**config.mk**
```make
export PLATFORM = sky130hd
export DESIGN_NAME = sdc_ram
export DESIGN_NICKNAME = d
export VERILOG_FILES = /design/src/hw/rtl/sdc_ram.sv
export SDC_FILE = /design/constraint.sdc
export NUM_CORES = 1
export LEC_CHECK = 0
export ABC_AREA = 1
export BUFFER_PORTS_ARGS = -buffer_cell sky130_fd_sc_hd__buf_2
export CAP_MARGIN = 30
export CELL_PAD_IN_SITES_DETAIL_PLACEMENT = 0
export CELL_PAD_IN_SITES_GLOBAL_PLACEMENT = 1
export CORE_ASPECT_RATIO = 1.5
export CORE_MARGIN = 8
export CORE_UTILIZATION = 54
export CTS_BUF_LIST = sky130_fd_sc_hd__clkbuf_4
export DETAILED_ROUTE_END_ITERATION = 12
export GPL_TIMING_DRIVEN = 0
export PLACE_DENSITY = 0.87
export SLEW_MARGIN = 20
export SYNTH_ARGS = -nofsm -noshare
export SYNTH_HDL_FRONTEND = slang
export SYNTH_SLANG_ARGS = --single-unit
```
**constraint.sdc**
```tcl
create_clock -name clk -period 2.7 [get_ports clk]
set_clock_uncertainty 0.1 [all_clocks]
set_input_delay 0.54 -clock clk [delete_from_list [all_inputs] [get_ports clk]]
set_output_delay 0.54 -clock clk [all_outputs]
set_load 0.01 [all_outputs]
```
**src/hw/rtl/sdc_ram.sv**
```systemverilog
// sdc_ram: generic single write port ram with one registered read port
// depends on nothing
`default_nettype none
module sdc_ram #(
	parameter int WIDTH = 8,
	parameter int DEPTH = 64
) (
	input  wire logic                     clk,
	input  wire logic                     we,
	input  wire logic [$clog2(DEPTH)-1:0] waddr,
	input  wire logic [WIDTH-1:0]         wdata,
	input  wire logic [$clog2(DEPTH)-1:0] raddr,
	output logic      [WIDTH-1:0]         rdata
);
	logic [WIDTH-1:0] mem_q [DEPTH];

	// write and registered read
	always_ff @(posedge clk) begin
		if (we) begin
			mem_q[waddr] <= wdata;
		end
		rdata <= mem_q[raddr];
	end
endmodule
`default_nettype wire

```
==> impl_metrics.csv <==
group,metric,value,unit
worst_setup_path,critPathSlowestCell,"nor2_1",
synth,synth-edff-count,512,
sta,period_share,90.7,%
place,place_area,22300,um^2
cells_and_area,area_growth,11.4,%
detailed_routing,drt_pre_antenna_iters,5,
global_routing,gr-total-overflow,0,
die,ios,30,
worst_setup_path,critPathArrivalTime,2820,ps
worst_setup_path,path_max_fanout,9,
synth,synth_top_area_share,72.0,%
place,place.gp.congestion,0.988,
synth,synth_top_cell_by_area,"edfxtp_1",
status,run_status,"finished clean",
die,num_rows,89,
cts,cts_resized,0,
detailed_routing,route.met3.wl,4380,um
synth,synth_area_leaders,"edfxtp_1 72%, nand2_1 11%, nand3_1 10%",
sta,worst_slew_pin_slew,996,ps
detailed_routing,topRoutingLayerUsed,"met5",
cells_and_area,fin_nets,1981,
synth,yosys-top-cells-count,"648 x nand2_1, 512 x edfxtp_1, 439 x nand3_1, 56 x nor2_1, 37 x buf_2",
cts,cts.clk_slew.worst_paths,70,ps
synth,yosysWarnings,0,
worst_setup_path,setup.worst_path.start_class,"input pin",
cells_and_area,fin_area,23800,um^2
synth,syn_area,21300,um^2
place,io_buffers,21,
detailed_routing,met2_length,33100,um
sta,setup_viol,0,
sta,rsz0062_at_grt,"false",
die,start_util,54.4,%
die,dieWidth,178,um
cts,post_cts_buffers,0,
place,dp_hpwl,43600,um
cts,cts-root-buf,"clkbuf_4",
global_routing,grt_pass1_vias,14456,
worst_setup_path,cp.required,3070,ps
synth,ys_seq_area_share,72.8,%
synth,synthCells,1805,
die,die_h,259,um
cells_and_area,drive_above_1_share,15.8,%
sta,layout_min_cycle_time,2450,ps
sta,slew_violations,0,
cts,htreeDepth,3,
cts,clock_latency,860,ps
sta,holdWs,103,ps
power,p_leak,0.00882,uW
synth,yosysMostFrequentCell,"nand2_1",
detailed_routing,vias,14916,
die,fp.coreArea,39200,um^2
synth,synth_seq_cells,520,
synth,ys_types,16,
worst_setup_path,max_stage_delay,1030,ps
sta,maxSlewHeadroom,33.3,%
cts,clockBufferDepth,3,
detailed_routing,drt-total-wl,64000,um
detailed_routing,detail_route.vias_per_cell,5.84,
worst_setup_path,path_cells,"clkbuf_1, inv_1, nand4_1, nor2_1",
job,cap_viol_max_count,0,
global_routing,grt_max_degree,65,
global_routing,antenna_found_initial,2,
detailed_routing,drc,0,
synth,synth-main-ff-cell,"edfxtp_1",
worst_setup_path,end_kind,"flop",
cts,cts_tree,"yes",
power,vdd_drop_max,0.000512,V
synth,synth_nets,1827,
synth,async_reset_ff_share,0,%
sta,finalHoldViolations,0,
cts,hold_buffers,0,
cts,clock-sinks,520,
worst_setup_path,path_class,"in -> reg",
min_path,hp-class,"in -> reg",
die,die_area,46300,um^2
power,p_per_area,685,nW/um^2
detailed_routing,wire_per_inst,25.1,um
sta,timing.fmax,408,MHz
cts,cts_made_buffers,115,
global_routing,grt_use_total,27.9,%
detailed_routing,postRouteAntennaNets,0,
synth,avgSynthCellArea,11.8,um^2
global_routing,grt_pass1_wl,91700,um
detailed_routing,drt-initial-drc-count,1499,
detailed_routing,met1Wirelength,22000,um
[critical path, delay by kind of cell]
kind	cells	cell delay [ps]
and+or+nand+nor	2	1720
buffers and inverters	2	540
[final cells by class]
cell class | instances | area (um^2)
flip-flops and latches | 520 | 15500
fillers | 3201 | 15400
multi-input cells | 1160 | 5000
clock buffers | 174 | 1310
plain buffers | 113 | 808
well taps | 500 | 626
repair buffers | 37 | 243
clock inverters | 36 | 199
inverters | 12 | 50.0
diodes | 1 | 2.50
[power breakdown]
part           total, uW  internal, uW  switching (uW)  leakage, uW
combinational       1210           309             906      0.00323
clock               6120          3130            2990     0.000917
sequential          8950          8930            17.2      0.00467
total              16300         12400            3910      0.00882
[per-layer routing]
layer,track usage [%],vias up
li1,-,6747
met1,31.0,7190
met2,48.2,783
met3,4.59,194
met4,19.0,2
met5,0,-
[logic make-up (layout without fill, tap and decap cells)]
family | after synthesis | count (layout) | share of synthesized area (%)
and+or+nand+nor | 1160 | 1160 | 23.2
other | 0 | 1 | 0
buffers and inverters | 125 | 372 | 4.02
DFF | 520 | 520 | 72.8
[per-stage QoR]
stage	total power, uW	setup slack [ps]	utilization, %	cells	setup TNS (ps)
2_1_floorplan	9760	294	-	1805	0
3_3_place_gp	10300	-769	56.3	2326	-96940
3_5_place_dp	10300	-564	56.8	2341	-111110
4_1_cts	16300	327	60.6	2551	0
5_1_grt	16800	306	60.6	2553	0
6_report	16300	252	60.6	2553	0
[cells in the final DEF (no fill, tap or decap), drive strengths merged]
master and n:
clkinv 29, nand3 439, edfxtp 512, inv 17
bufinv 2, diode 1, nand4 9, nor2 56
buf 135, clkbuf 189, nand2 648, nor4 8
dfxtp 8
[state kept, by name, indices dropped and copies added (netlist names)]
name   count
mem_q    512
rdata      8
[worst paths after layout]
| kind | start | end | slack [ps] | cells past startpoint |
|---|---|---|---|---|
| setup / recovery | waddr[0] | mem_q[36][1] | 250 | 4 |
| hold / removal | raddr[5] | rdata[6] | 100 | 3 |
| setup reg to reg | mem_q[59][2] | rdata[2] | 1140 | 8 |
| hold reg to reg | mem_q[42][7] | rdata[7] | 790 | 8 |
Power figures use the tool's default switching activity.
